File: src/sv/cpb_pkg.sv
// Shared types and constants of the coincidence pair builder.
// No dependencies; imported by every module of the block.
package cpb_pkg;

    localparam int CHAN_W     = 4;
    localparam int ENERGY_W   = 16;
    localparam int TIME_W     = 32;
    localparam int MULT_W     = 5;
    localparam int WINDOW_W   = 16;
    localparam int CFG_IDX_W  = 2;
    localparam int CFG_DATA_W = 16;
    localparam int MAX_PAIRS  = 12;
    localparam int PAIR_CNT_W = $clog2(MAX_PAIRS + 1);

    // Configuration register indexes.
    localparam logic [CFG_IDX_W-1:0] CFG_ENERGY_THRESHOLD = 2'd0;
    localparam logic [CFG_IDX_W-1:0] CFG_TIME_WINDOW      = 2'd1;
    localparam logic [CFG_IDX_W-1:0] CFG_MIN_MULTIPLICITY = 2'd2;

    typedef struct packed {
        logic [CHAN_W-1:0]          channel;
        logic [ENERGY_W-1:0]        energy;
        logic signed [TIME_W-1:0]   time_stamp;
        logic [MULT_W-1:0]          multiplicity;
    } t_in_item;

    typedef struct packed {
        logic [ENERGY_W-1:0] high_energy;
        logic [ENERGY_W-1:0] low_energy;
        logic [CHAN_W-1:0]   first_channel;
        logic [CHAN_W-1:0]   second_channel;
        logic                last_pair;
    } t_out_item;

    // Verdict of the shared compare unit on one stored partner.
    typedef struct packed {
        logic                hit;
        logic [ENERGY_W-1:0] high_energy;
        logic [ENERGY_W-1:0] low_energy;
    } t_cmp_res;

endpackage

File: src/sv/coincidence_pair_builder_unit.sv
// Top level of the coincidence pair builder: sequencer, configuration and output register.
// Depends on cpb_pkg, cpb_store and cpb_cmp.

// Each input transaction carries one detector channel reading; readings of one
// event arrive in ascending channel order, and a channel that is not above the
// previous one starts a new event. The reading is written into the channel store
// as it is accepted. If its multiplicity reaches min_multiplicity and its energy is
// above energy_threshold, the sequencer then walks the lower channels one per cycle,
// unless a stalled output holds it, through a single shared compare unit and emits
// one output transaction per qualifying partner (different group of GROUP_SIZE
// channels, both energies above the threshold, energies not equal, absolute time
// difference within time_window), with the last one of the item flagged by
// last_pair. A walked reading is accepted, then the store reads are issued one per
// cycle unless a stalled output holds the walk, set by the single read port feeding
// the compare unit, then the last partner is compared, the walk is closed and the final
// pair is handed to the output register. A finished pair that cannot move on because
// the output is stalled holds the walk; a walk that reaches MAX_PAIRS pairs ends early.
// Input stall is high for the whole walk. Readings with a channel of CHANNELS or more
// are accepted and dropped. No clearing pass is needed after reset: data read from the
// store is only used for entries marked valid for the current event.
module coincidence_pair_builder_unit #(
    parameter int CHANNELS   = 16,
    parameter int GROUP_SIZE = 4
) (
    input  logic                                i_clk,
    input  logic                                i_rst_n,
    input  logic                                i_in_valid,
    output logic                                o_in_stall,
    input  cpb_pkg::t_in_item                   i_in_data,
    output logic                                o_out_valid,
    input  logic                                i_out_stall,
    output cpb_pkg::t_out_item                  o_out_data,
    input  logic                                i_cfg_we,
    input  logic [cpb_pkg::CFG_IDX_W-1:0]       i_cfg_index,
    input  logic [cpb_pkg::CFG_DATA_W-1:0]      i_cfg_data
);
    import cpb_pkg::*;

    localparam int             ADDR_W   = $clog2(CHANNELS);
    localparam logic [6:0]     CH_LIMIT = 7'(CHANNELS);

    typedef enum logic [1:0] {
        S_IDLE,
        S_WALK,
        S_FLUSH
    } t_state;

    t_state                  r_state;
    t_in_item                r_item;
    logic [CHANNELS-1:0]     r_mask;
    logic [CHAN_W-1:0]       r_walk;
    logic [CHAN_W-1:0]       r_j;
    logic                    r_chk_v;
    logic [CHAN_W-1:0]       r_chk_j;
    logic [PAIR_CNT_W-1:0]   r_count;
    logic                    r_pend_v;
    t_out_item               r_pend;
    logic                    r_out_valid;
    t_out_item               r_out;
    logic [ENERGY_W-1:0]     r_thr;
    logic [WINDOW_W-1:0]     r_win;
    logic [MULT_W-1:0]       r_min;

    logic                    w_accept;
    logic                    w_in_range;
    logic                    w_pass_in;
    logic [6:0]              w_in_ch_ext;
    logic [6:0]              w_j_ext;
    logic [6:0]              w_chk_ext;
    logic [ADDR_W-1:0]       w_in_addr;
    logic [ADDR_W-1:0]       w_j_addr;
    logic [ADDR_W-1:0]       w_chk_addr;
    logic [CHANNELS-1:0]     w_mask_base;
    logic                    w_hit;
    logic                    w_out_busy;
    logic                    w_hold;
    logic                    w_issue;
    logic                    w_walk_done;
    logic                    w_below_cap;
    logic                    w_push_walk;
    logic                    w_push_last;
    t_out_item               w_new_pair;
    t_out_item               w_last_out;
    logic [ENERGY_W-1:0]     w_renergy;
    logic signed [TIME_W-1:0] w_rtime;
    t_cmp_res                w_cmp;

    always_comb begin
        w_in_ch_ext = {3'b000, i_in_data.channel};
        w_j_ext     = {3'b000, r_j};
        w_chk_ext   = {3'b000, r_chk_j};
        w_in_addr   = w_in_ch_ext[ADDR_W-1:0];
        w_j_addr    = w_j_ext[ADDR_W-1:0];
        w_chk_addr  = w_chk_ext[ADDR_W-1:0];

        w_accept   = i_in_valid && (r_state == S_IDLE);
        w_in_range = w_in_ch_ext < CH_LIMIT;
        w_pass_in  = (i_in_data.multiplicity >= r_min) && (i_in_data.energy > r_thr);

        // A channel that does not climb above the previous one opens a new event.
        w_mask_base = ((r_mask != '0) && (i_in_data.channel <= r_walk)) ? '0 : r_mask;

        w_below_cap = r_count < PAIR_CNT_W'(MAX_PAIRS);
        w_out_busy  = r_out_valid && i_out_stall;
        w_hit       = r_chk_v && w_cmp.hit && r_mask[w_chk_addr] && w_below_cap;
        // A second pair cannot be parked while the first still waits at the output.
        w_hold      = w_hit && r_pend_v && w_out_busy;
        w_issue     = (r_state == S_WALK) && !w_hold && (r_j != r_item.channel)
                      && w_below_cap;
        w_walk_done = !r_chk_v && ((r_j == r_item.channel) || !w_below_cap);

        // The parked pair moves to the output when a newer pair replaces it, or
        // with the last-pair flag set when the walk is over.
        w_push_walk = (r_state == S_WALK) && w_hit && r_pend_v && !w_hold;
        w_push_last = (r_state == S_FLUSH) && r_pend_v && !w_out_busy;

        w_new_pair.high_energy    = w_cmp.high_energy;
        w_new_pair.low_energy     = w_cmp.low_energy;
        w_new_pair.first_channel  = r_chk_j;
        w_new_pair.second_channel = r_item.channel;
        w_new_pair.last_pair      = 1'b0;

        w_last_out           = r_pend;
        w_last_out.last_pair = 1'b1;
    end

    cpb_store #(
        .CHANNELS (CHANNELS)
    ) u_store (
        .i_clk     (i_clk),
        .i_we      (w_accept && w_in_range),
        .i_waddr   (w_in_addr),
        .i_wenergy (i_in_data.energy),
        .i_wtime   (i_in_data.time_stamp),
        .i_re      (w_issue),
        .i_raddr   (w_j_addr),
        .o_renergy (w_renergy),
        .o_rtime   (w_rtime)
    );

    cpb_cmp #(
        .GROUP_SIZE (GROUP_SIZE)
    ) u_cmp (
        .i_channel        (r_item.channel),
        .i_energy         (r_item.energy),
        .i_time           (r_item.time_stamp),
        .i_partner        (r_chk_j),
        .i_partner_energy (w_renergy),
        .i_partner_time   (w_rtime),
        .i_threshold      (r_thr),
        .i_window         (r_win),
        .o_res            (w_cmp)
    );

    always_ff @(posedge i_clk) begin
        if (!i_rst_n) begin
            r_state     <= S_IDLE;
            r_mask      <= '0;
            r_walk      <= '0;
            r_j         <= '0;
            r_chk_v     <= 1'b0;
            r_count     <= '0;
            r_pend_v    <= 1'b0;
            r_out_valid <= 1'b0;
            r_thr       <= ENERGY_W'(2);
            r_win       <= WINDOW_W'(50);
            r_min       <= MULT_W'(2);
        end else begin
            if (i_cfg_we) begin
                unique case (i_cfg_index)
                    CFG_ENERGY_THRESHOLD: r_thr <= i_cfg_data[ENERGY_W-1:0];
                    CFG_TIME_WINDOW:      r_win <= i_cfg_data[WINDOW_W-1:0];
                    CFG_MIN_MULTIPLICITY: r_min <= i_cfg_data[MULT_W-1:0];
                    default: ;
                endcase
            end

            if (w_push_walk || w_push_last) begin
                r_out_valid <= 1'b1;
            end else if (r_out_valid && !i_out_stall) begin
                r_out_valid <= 1'b0;
            end

            unique case (r_state)
                S_IDLE: begin
                    if (w_accept && w_in_range) begin
                        r_item  <= i_in_data;
                        r_mask  <= w_mask_base
                                   | ({{(CHANNELS-1){1'b0}}, 1'b1} << w_in_addr);
                        r_walk  <= i_in_data.channel;
                        r_j     <= '0;
                        r_chk_v <= 1'b0;
                        r_count <= '0;
                        if (w_pass_in && (i_in_data.channel != '0)) begin
                            r_state <= S_WALK;
                        end
                    end
                end
                S_WALK: begin
                    if (!w_hold) begin
                        if (w_hit) begin
                            if (r_pend_v) begin
                                r_out <= r_pend;
                            end
                            r_pend   <= w_new_pair;
                            r_pend_v <= 1'b1;
                            r_count  <= r_count + 1'b1;
                        end
                        r_chk_v <= w_issue;
                        r_chk_j <= r_j;
                        if (w_issue) begin
                            r_j <= r_j + 1'b1;
                        end
                        if (w_walk_done) begin
                            r_state <= S_FLUSH;
                        end
                    end
                end
                S_FLUSH: begin
                    if (!r_pend_v) begin
                        r_state <= S_IDLE;
                    end else if (!w_out_busy) begin
                        r_out    <= w_last_out;
                        r_pend_v <= 1'b0;
                        r_state  <= S_IDLE;
                    end
                end
                default: r_state <= S_IDLE;
            endcase
        end
    end

    assign o_in_stall  = (r_state != S_IDLE);
    assign o_out_valid = r_out_valid;
    assign o_out_data  = r_out;

    // A delivered pair always has strictly ordered energies.
    a_energy_order: assert property (@(posedge i_clk) disable iff (!i_rst_n)
        o_out_valid |-> (o_out_data.high_energy > o_out_data.low_energy))
        else $error("pair energies not strictly ordered");

    // The partner channel is always below the channel of the current reading.
    a_channel_order: assert property (@(posedge i_clk) disable iff (!i_rst_n)
        o_out_valid |-> (o_out_data.first_channel < o_out_data.second_channel))
        else $error("pair channels not ordered");

    // The pair counter never runs past the per-reading cap.
    a_pair_cap: assert property (@(posedge i_clk) disable iff (!i_rst_n)
        r_count <= PAIR_CNT_W'(MAX_PAIRS))
        else $error("pair count above cap");

    // No pair is left parked once the sequencer is back to idle.
    a_no_orphan: assert property (@(posedge i_clk) disable iff (!i_rst_n)
        (r_state == S_IDLE) |-> !r_pend_v)
        else $error("pending pair left behind");

    // Leaving the flush step with a parked pair must present it as the last pair.
    a_last_flag: assert property (@(posedge i_clk) disable iff (!i_rst_n)
        (r_state == S_FLUSH && r_pend_v && !w_out_busy) |=>
        (o_out_valid && o_out_data.last_pair))
        else $error("last pair not flagged");

endmodule

File: src/sv/cpb_store.sv
// Channel store of the coincidence pair builder: energy and timestamp per channel.
// Depends on cpb_pkg for field widths.
module cpb_store #(
    parameter int CHANNELS = 16
) (
    input  logic                               i_clk,
    input  logic                               i_we,
    input  logic [$clog2(CHANNELS)-1:0]        i_waddr,
    input  logic [cpb_pkg::ENERGY_W-1:0]       i_wenergy,
    input  logic signed [cpb_pkg::TIME_W-1:0]  i_wtime,
    input  logic                               i_re,
    input  logic [$clog2(CHANNELS)-1:0]        i_raddr,
    output logic [cpb_pkg::ENERGY_W-1:0]       o_renergy,
    output logic signed [cpb_pkg::TIME_W-1:0]  o_rtime
);
    import cpb_pkg::*;

    logic [ENERGY_W-1:0]      r_energy_mem [CHANNELS];
    logic signed [TIME_W-1:0] r_time_mem   [CHANNELS];
    logic [ENERGY_W-1:0]      r_renergy;
    logic signed [TIME_W-1:0] r_rtime;

    // Entries are never cleared; the valid mask in the sequencer guards reads.
    always_ff @(posedge i_clk) begin
        if (i_we) begin
            r_energy_mem[i_waddr] <= i_wenergy;
            r_time_mem[i_waddr]   <= i_wtime;
        end
        if (i_re) begin
            r_renergy <= r_energy_mem[i_raddr];
            r_rtime   <= r_time_mem[i_raddr];
        end
    end

    assign o_renergy = r_renergy;
    assign o_rtime   = r_rtime;

endmodule

File: src/sv/cpb_cmp.sv
// Shared compare unit of the coincidence pair builder: tests one stored partner.
// Depends on cpb_pkg for field widths and the t_cmp_res result type.
module cpb_cmp #(
    parameter int GROUP_SIZE = 4
) (
    input  logic [cpb_pkg::CHAN_W-1:0]         i_channel,
    input  logic [cpb_pkg::ENERGY_W-1:0]       i_energy,
    input  logic signed [cpb_pkg::TIME_W-1:0]  i_time,
    input  logic [cpb_pkg::CHAN_W-1:0]         i_partner,
    input  logic [cpb_pkg::ENERGY_W-1:0]       i_partner_energy,
    input  logic signed [cpb_pkg::TIME_W-1:0]  i_partner_time,
    input  logic [cpb_pkg::ENERGY_W-1:0]       i_threshold,
    input  logic [cpb_pkg::WINDOW_W-1:0]       i_window,
    output cpb_pkg::t_cmp_res                  o_res
);
    import cpb_pkg::*;

    localparam int MAP_DEPTH = 1 << CHAN_W;

    // Group number of every possible channel index, worked out at elaboration.
    function automatic logic [MAP_DEPTH-1:0][CHAN_W-1:0] group_map();
        logic [MAP_DEPTH-1:0][CHAN_W-1:0] grp;
        grp = '0;
        for (int k = 0; k < MAP_DEPTH; k++) begin
            grp[CHAN_W'(k)] = CHAN_W'(k / GROUP_SIZE);
        end
        return grp;
    endfunction

    localparam logic [MAP_DEPTH-1:0][CHAN_W-1:0] GROUP_MAP = group_map();

    logic signed [TIME_W:0] w_diff;
    logic [TIME_W:0]        w_mag;
    logic                   w_same_group;
    logic                   w_in_window;
    logic                   w_partner_high;

    always_comb begin
        // The difference is taken one bit wider, so it never wraps.
        w_diff = {i_time[TIME_W-1], i_time} - {i_partner_time[TIME_W-1], i_partner_time};
        w_mag  = w_diff[TIME_W] ? (TIME_W+1)'(-w_diff) : w_diff;
        w_in_window    = w_mag <= {{(TIME_W + 1 - WINDOW_W){1'b0}}, i_window};
        w_same_group   = GROUP_MAP[i_partner] == GROUP_MAP[i_channel];
        w_partner_high = i_partner_energy > i_energy;

        o_res.hit = (i_partner_energy > i_threshold) && !w_same_group && w_in_window
                    && (i_partner_energy != i_energy);
        o_res.high_energy = w_partner_high ? i_partner_energy : i_energy;
        o_res.low_energy  = w_partner_high ? i_energy : i_partner_energy;
    end

endmodule

File: config.mk
export PLATFORM = sky130hd
export DESIGN_NAME = coincidence_pair_builder_unit
export DESIGN_NICKNAME = d
export VERILOG_FILES = /design/src/sv/cpb_pkg.sv /design/src/sv/coincidence_pair_builder_unit.sv /design/src/sv/cpb_store.sv /design/src/sv/cpb_cmp.sv
export SDC_FILE = /design/constraint.sdc
export NUM_CORES = 1
export LEC_CHECK = 0
export BUFFER_PORTS_ARGS = -buffer_cell sky130_fd_sc_hd__buf_2
export CAP_MARGIN = 0
export CORE_ASPECT_RATIO = 1.75
export CORE_MARGIN = 10
export CORE_UTILIZATION = 55
export DETAILED_ROUTE_END_ITERATION = 12
export PLACE_DENSITY = 0.68
export SLEW_MARGIN = 10
export SYNTH_ARGS = -nofsm -noshare
export SYNTH_HDL_FRONTEND = slang
export SYNTH_SLANG_ARGS = --single-unit
File: constraint.sdc
create_clock -name i_clk -period 10.78 [get_ports i_clk]
set_input_delay 0.539 -clock i_clk [delete_from_list [all_inputs] [get_ports i_clk]]
set_output_delay 0.539 -clock i_clk [all_outputs]
set_load 0.02 [all_outputs]
## Yosys cells after proc, flatten, opt, wreduce, memory -nomap -nowiden

Memory sizes are Yosys's and may differ from the RTL's. A register that Yosys moved wholly into a read port is not among the register bits.
Cells that the tools add are included.

- Flip-flop bits (word level): 207
- Latch bits: 0
- Bits in writable memories: 768
- ROM bits: 128
- Logic and storage cells: 156
- Memories: 4

- Add/subtract/negate cells: 4
- $mul: 0
- Div/mod/pow operators: 0
- Magnitude comparators: 9
- Equality and inequality tests: 18
- Shifts and indexed selects: 1
- Multiplexer cells: 42
- Bitwise operators: 2
- Reductions and logical operators: 52

Memory list:

| memory | depth | width | read ports | clocked after Yosys merged registers in | write ports | line | RTL |
|---|---|---|---|---|---|---|---|
| u_store.r_time_mem | 16 | 32 | 1 | 1 | 1 | cpb_store.sv:19 | `logic signed [TIME_W-1:0] r_time_mem [CHANNELS];` |
| u_store.r_energy_mem | 16 | 16 | 1 | 1 | 1 | cpb_store.sv:18 | `logic [ENERGY_W-1:0] r_energy_mem [CHANNELS];` |
| (name not given) | 16 | 4 | 1 | 1 | 0 | cpb_cmp.sv:43 | `w_same_group = GROUP_MAP[i_partner] == GROUP_MAP[i_channel];` |
| (name not given) | 16 | 4 | 1 | 1 | 0 | cpb_cmp.sv:43 |  |

Operator list:

| cell | number |
|---|---|
| $mux W41 | 5 |
| $pmux W41 S2 | 1 |
| $gt A16 B16 Y1 | 3 |
| $mux W16 | 3 |
| $mux W4 | 9 |
| $le A33 B16 Y1 | 1 |
| $mux W33 | 1 |
| $neg A33 Y33 | 1 |
| $sub A32 B32 Y33 | 1 |
| $logic_and A1 B1 Y1 | 23 |
| $ne A16 B16 Y1 | 1 |
| $or A16 B16 Y16 | 1 |
| $pmux W4 S2 | 2 |
| $reduce_bool A16 Y1 | 1 |
| $shl A1 B4 Y16 const A | 1 |
| $mux W2 | 6 |
| $ne A2 B2 Y1 const B | 6 |
| $reduce_and A3 Y1 | 4 |
| $reduce_and A4 Y1 | 3 |
| $mux W1 | 11 |
| $lt A4 B5 Y1 const B | 2 |
| $add A4 B1 Y4 const B | 2 |
| $eq A4 B4 Y1 | 2 |
| $reduce_and A2 Y1 | 4 |
| 19 further kinds | 34 |

## Logic depth before layout (Yosys ltp)

- Word-level depth: 19
- Depth in mapped cells: 26

## Cells and area by module

Synthesis repeated with hierarchy kept, for this count alone.

- Cells, all modules: 2534
- Area total of the unflattened synthesis: 42685.9 um2

By module, submodules not included:

| module | times used | cells an instance | area each (um2) |
|---|---|---|---|
| cpb_store | 1 | 1242 | 30171.4 |
| coincidence_pair_builder_unit | 1 | 593 | 7786.2 |
| cpb_cmp | 1 | 699 | 4728.3 |

## Worst setup path before layout

No wires, ideal clock.

- Kind: reg-to-reg
- Start: reg r_item[26] in the netlist's numbering
- End: reg r_pend[10] in the netlist's numbering (enable)
- Setup time: 0.537 ns
- Arrival: 9.269 ns
- Required time: 10.243 ns
- Slack: 0.973 ns
- Stages on the path, launching flop included: 25
- Buffers on the path: 3
- Period minus slack after synthesis: 9.807 ns
- Cells stage by stage: edfxtp_1 > ha_1 > clkbuf_1 > nand4_1 > or2_2 > or3_1 > o221ai_1 > o221a_2 > clkbuf_1 > buf_1 > nor2_1 > xor2_1 > ha_1 > a21oi_1 > nor2b_1 > o31a_1 > o21bai_1 > a21oi_1 > a211o_1 > a21oi_1 > o221ai_1 > nor4b_1 > nand4_2 > or3_1 > nor4_1

- Longest elaborated chain between the ends: 13

RTL lines:

| item | line | RTL |
|---|---|---|
| start: declaration | coincidence_pair_builder_unit.sv:49 | `t_in_item r_item;` |
| start signal: assignment | coincidence_pair_builder_unit.sv:187 | `r_item <= i_in_data;` |
| $sub A32 B32 Y33 * | cpb_cmp.sv:40 | `w_diff = {i_time[TIME_W-1], i_time} - {i_partner_time[TIME_W-1], i_partner_time};` |
| $neg A33 Y33 | cpb_cmp.sv:41 | `w_mag = w_diff[TIME_W] ? (TIME_W+1)'(-w_diff) : w_diff;` |
| $mux W33 * | cpb_cmp.sv:41 |  |
| $le A33 B16 Y1 * | cpb_cmp.sv:42 | `w_in_window = w_mag <= {{(TIME_W + 1 - WINDOW_W){1'b0}}, i_window};` |
| $logic_and A1 B1 Y1 * | cpb_cmp.sv:46 | `o_res.hit = (i_partner_energy > i_threshold) && !w_same_group && w_in_window` |
| $logic_and A1 B1 Y1 * | cpb_cmp.sv:47 | `&& (i_partner_energy != i_energy);` |
| $logic_and A1 B1 Y1 * (3 in a row) | coincidence_pair_builder_unit.sv:105 | `w_hit = r_chk_v && w_cmp.hit && r_mask[w_chk_addr] && w_below_cap;` |
| $logic_and A1 B1 Y1 (2 in a row) | coincidence_pair_builder_unit.sv:107 | `w_hold = w_hit && r_pend_v && w_out_busy;` |
| $not A1 Y1 (no line) | -- |  |
| $reduce_and A4 Y1 (no line) * | -- |  |
| end signal: assignment | coincidence_pair_builder_unit.sv:205 | `r_pend <= w_new_pair;` |
| end: declaration | coincidence_pair_builder_unit.sv:57 | `t_out_item r_pend;` |

Every way passes the cells marked *; elsewhere a longest branch is shown, timed or not.
A chain may end at the register's enable or synchronous reset.

## Worst setup path after layout

- Start: reg r_item[5] in the netlist's numbering
- End: reg r_pend[27] in the netlist's numbering (enable)

Same word-level chain as after synthesis.

==> flow_summary.ini <==
[routing]
drt_iter0_drc = 1841
drt-total-wl_mm = 101
drtPass1Iterations = 5
drc = 0
via_count = 23000
drt-vias-per-instance = 6.22
wl_per_cell_um = 27.3
ant_nets = 0

[sta]
finalCritPeriodShare_pct = 64.5
final_max_slew_viol_count = 0
relSlewSlack_pct = 25.7
period_needed_ps = 6950
setup-tns-final_ps = 0
rsz0062_at_grt = false
fmax_mhz = 144
final-setup-viol-count = 0
final_hold_viol_count = 0
timing.hold.ws_ps = 121
tightest_slew_ps = 1110
finClkSkew_ps = 22.6

[power_and_ir_drop]
cellPowerDensity_nw_per_um2 = 174
comb_power_share_pct = 7.5
p_leak_nw = 15.5
power_frac_seq_pct = 53.4
power.switching_mw = 1.86
clockPowerShare_pct = 39.1
p_sw_share_pct = 22.4
internal_power_mw = 6.46
vdd_ir_drop_max_uv = 144

[critical_path]
crit_path_end_kind = register
cp.arrival_ps = 7270
crit_fanout = 40
worstSetupPathType = reg2reg
cp-start-kind = register
worstPathRequired_ps = 11100

[synthesis]
ys.flop_type = edfxtp_1
yosysWarnings = 0
synth-edff-count = 953
ys_async_sr_fraction_pct = 0
synth_cells = 2434
synth.distinct_cells = 88
seq_area_frac_synth_pct = 70.2
netlist_area_um2 = 42800
synth_nets = 2623
avgSynthCellArea_um2 = 17.6
synth_seq_cells = 1025

[min_path]
hold_class = in2reg

[layout]
drive_gt1_share_pct = 23.8
fin_nets = 2773
area_growth_pct = 11.5
instances_no_fill = 3688

[clocking]
cts.htree.levels = 3
clk_pin_slew_ps = 70
cts-resized-gates = 0
cts_tree = yes
clock_path_buffers = 3
cts_sinks = 1025
cts_buffers = 88
cts-root-buf = clkbuf_16
clk_latency_ps = 680
post_cts_buffers = 0
ctsHoldBuffers = 0

[placement]
placedCellCount = 3521
place_hpwl_mm = 60.2
io_buffers = 122
gp_congestion = 0.928

[global_route]
grt_max_degree = 68
grt-ovfl-total = 0
antenna_found_initial = 6
grtUsageTotal_pct = 22.6
grt_pass1_vias = 23900
grt_pass1_wl_mm = 151

[floorplan]
die_w_um = 231
coreArea_um2 = 77400
start_util_pct = 55.4
die_y_um = 389
ios = 123
num_rows = 135
dieArea_um2 = 89900

[job]
maxCapViolCount = 0

[run_status]
status = finished clean
## worst max-delay path: stages (launching register included)
cell      delay (ps)
edfxtp_1         330
inv_1             40
ha_1             230
fa_1             400
nand2b_1         240
a21oi_2          350
a21oi_2          200
o221ai_1         430
o221a_2          600
nor2_1           120
xor2_1           160
ha_1             300
a21oi_1          140
nor2b_1           60
o31a_1           270
o21bai_1         120
a21oi_1           90
a211o_1          280
a21oi_1          150
o221ai_1         160
nor4b_1          370
nand4_2          360
or3_1            470
nor4_2           140
buf_4            500
## path summary, 6_finish.rpt
path                                     start        endpoint  slack (ps)  cells after the start
worst max-delay path                 r_item[5]      r_pend[27]        3830                     24
worst min-delay path            i_cfg_data[13]       r_thr[13]         120                      3
worst max register to register       r_item[5]      r_pend[27]        3830                     24
worst min register to register      r_pend[27]  o_out_data[27]         420                      0
## cell usage after synthesis (5+ instances only)
cell / n / share of area [%]
a211o_1: 8 / 0.16
or3_1: 12 / 0.18
and3_1: 5 / 0.073
inv_1: 105 / 0.92
o211ai_1: 12 / 0.21
a31oi_1: 7 / 0.10
nor2b_1: 20 / 0.29
nor3_1: 24 / 0.28
xor2_1: 21 / 0.43
mux2i_1: 12 / 0.28
a21oi_2: 6 / 0.12
nand2b_1: 20 / 0.29
mux2_2: 17 / 0.45
buf_1: 16 / 0.14
dfxtp_1: 72 / 3.4
and2_1: 6 / 0.088
nor4_1: 10 / 0.15
a2111oi_0: 5 / 0.10
nand3_1: 29 / 0.34
nand2_1: 151 / 1.3
o221ai_1: 5 / 0.10
o21a_1: 13 / 0.23
nor2_1: 100 / 0.88
edfxtp_1: 953 / 67
a211oi_1: 13 / 0.23
xnor2_1: 16 / 0.33
o21ai_1: 7 / 0.082
or2_2: 6 / 0.088
o21ai_0: 63 / 0.74
a21o_1: 20 / 0.35
ha_1: 108 / 3.2
buf_2: 7 / 0.082
nand4_1: 23 / 0.34
clkbuf_1: 76 / 0.67
mux4_2: 244 / 13
a21oi_1: 131 / 1.5
## placed cells by master, fill, tap and decap left out, types with 7 or more instances in the layout
cell       instances
or3_1             12
nand2b_1          20
clkinv_1          14
o21ai_0           63
nor3_1            20
a31oi_1            7
bufinv_16         10
a21oi_1          130
nor2_4            12
clkinv_2          21
inv_1            104
ha_1             108
a21o_1            20
buf_2            122
clkbuf_16         90
mux4_2           244
a211o_1            8
a211oi_1          13
o21a_1            13
dfxtp_1           68
nand2_1          151
nor2b_1           20
edfxtp_1         953
nand3_1           29
buf_4             38
nor2_1            88
mux2_2            17
xor2_1            21
o21ai_1            7
o211ai_1          12
nor4_1             9
xnor2_1           16
mux2i_1           12
nand4_1           23
## stage by stage
stage	utilization, %	instance area [µm²]	power [mW]	setup slack, ps
after floorplan	-	42800	4.94	973
after global placement	57.9	44800	5.13	4010
after detailed placement	57.9	44800	5.15	3830
after CTS	61.8	47800	8.37	3800
after global routing	61.8	47800	8.58	3350
final	61.8	47800	8.32	3830
## state kept, by name, indices dropped and copies added, names as in the netlist, 4 cells and up, named ones only
signal	count
r_item	52
r_j	4
r_win	16
u_store.r_time_mem	512
u_store.r_energy_mem	256
r_thr	16
u_store.o_rtime	32
o_out_data	41
u_store.o_renergy	16
r_chk_j	4
r_walk	4
r_pend	40
r_min	5
r_count	4
r_mask	16
## power by group through the flow
stage	Sequential, mW	Combinational (mW)	Clock [mW]
finish	4.44	0.621	3.25
CTS	4.44	0.622	3.31
detailed placement	4.53	0.619	0
global route	4.45	0.682	3.45
floorplan	4.52	0.418	0
global placement	4.53	0.606	0
## metal layers
| layer | GRT usage, % | up-vias | wire length, µm |
|---|---|---|---|
| li1 | - | 10000 | - |
| met1 | 26.0 | 11900 | 36900 |
| met2 | 41.1 | 804 | 54400 |
| met3 | 3.33 | 195 | 5240 |
| met4 | 9.92 | 8 | 4070 |
| met5 | 0 | - | 30 |
## final cells by class
class	count	area [µm²]
Multi-Input combinational cell	1203	12100
Clock inverter	65	668
Clock buffer	100	2330
Inverter	106	398
Timing Repair Buffer	160	896
Fill cell	5567	29600
Antenna cell	2	5.00
Sequential cell	1025	30100
Tap cell	1027	1280
## logic make-up (layout without fill, tap and decap cells)
| family | after synthesis | after routing | share of synthesized area [%] |
|---|---|---|---|
| AOI/OAI and AO/OA | 345 | 345 | 5.34 |
| xor gates and xnor gates | 38 | 38 | 0.794 |
| adders and majority gates | 109 | 109 | 3.20 |
| buffers and inverters | 206 | 431 | 1.84 |
| DFF | 1025 | 1025 | 70.2 |
| muxes | 273 | 273 | 13.6 |
| other | 0 | 2 | 0 |
| and+or+nand+nor | 438 | 438 | 5.10 |
No activity file was read; power rests on OpenSTA's default activity.
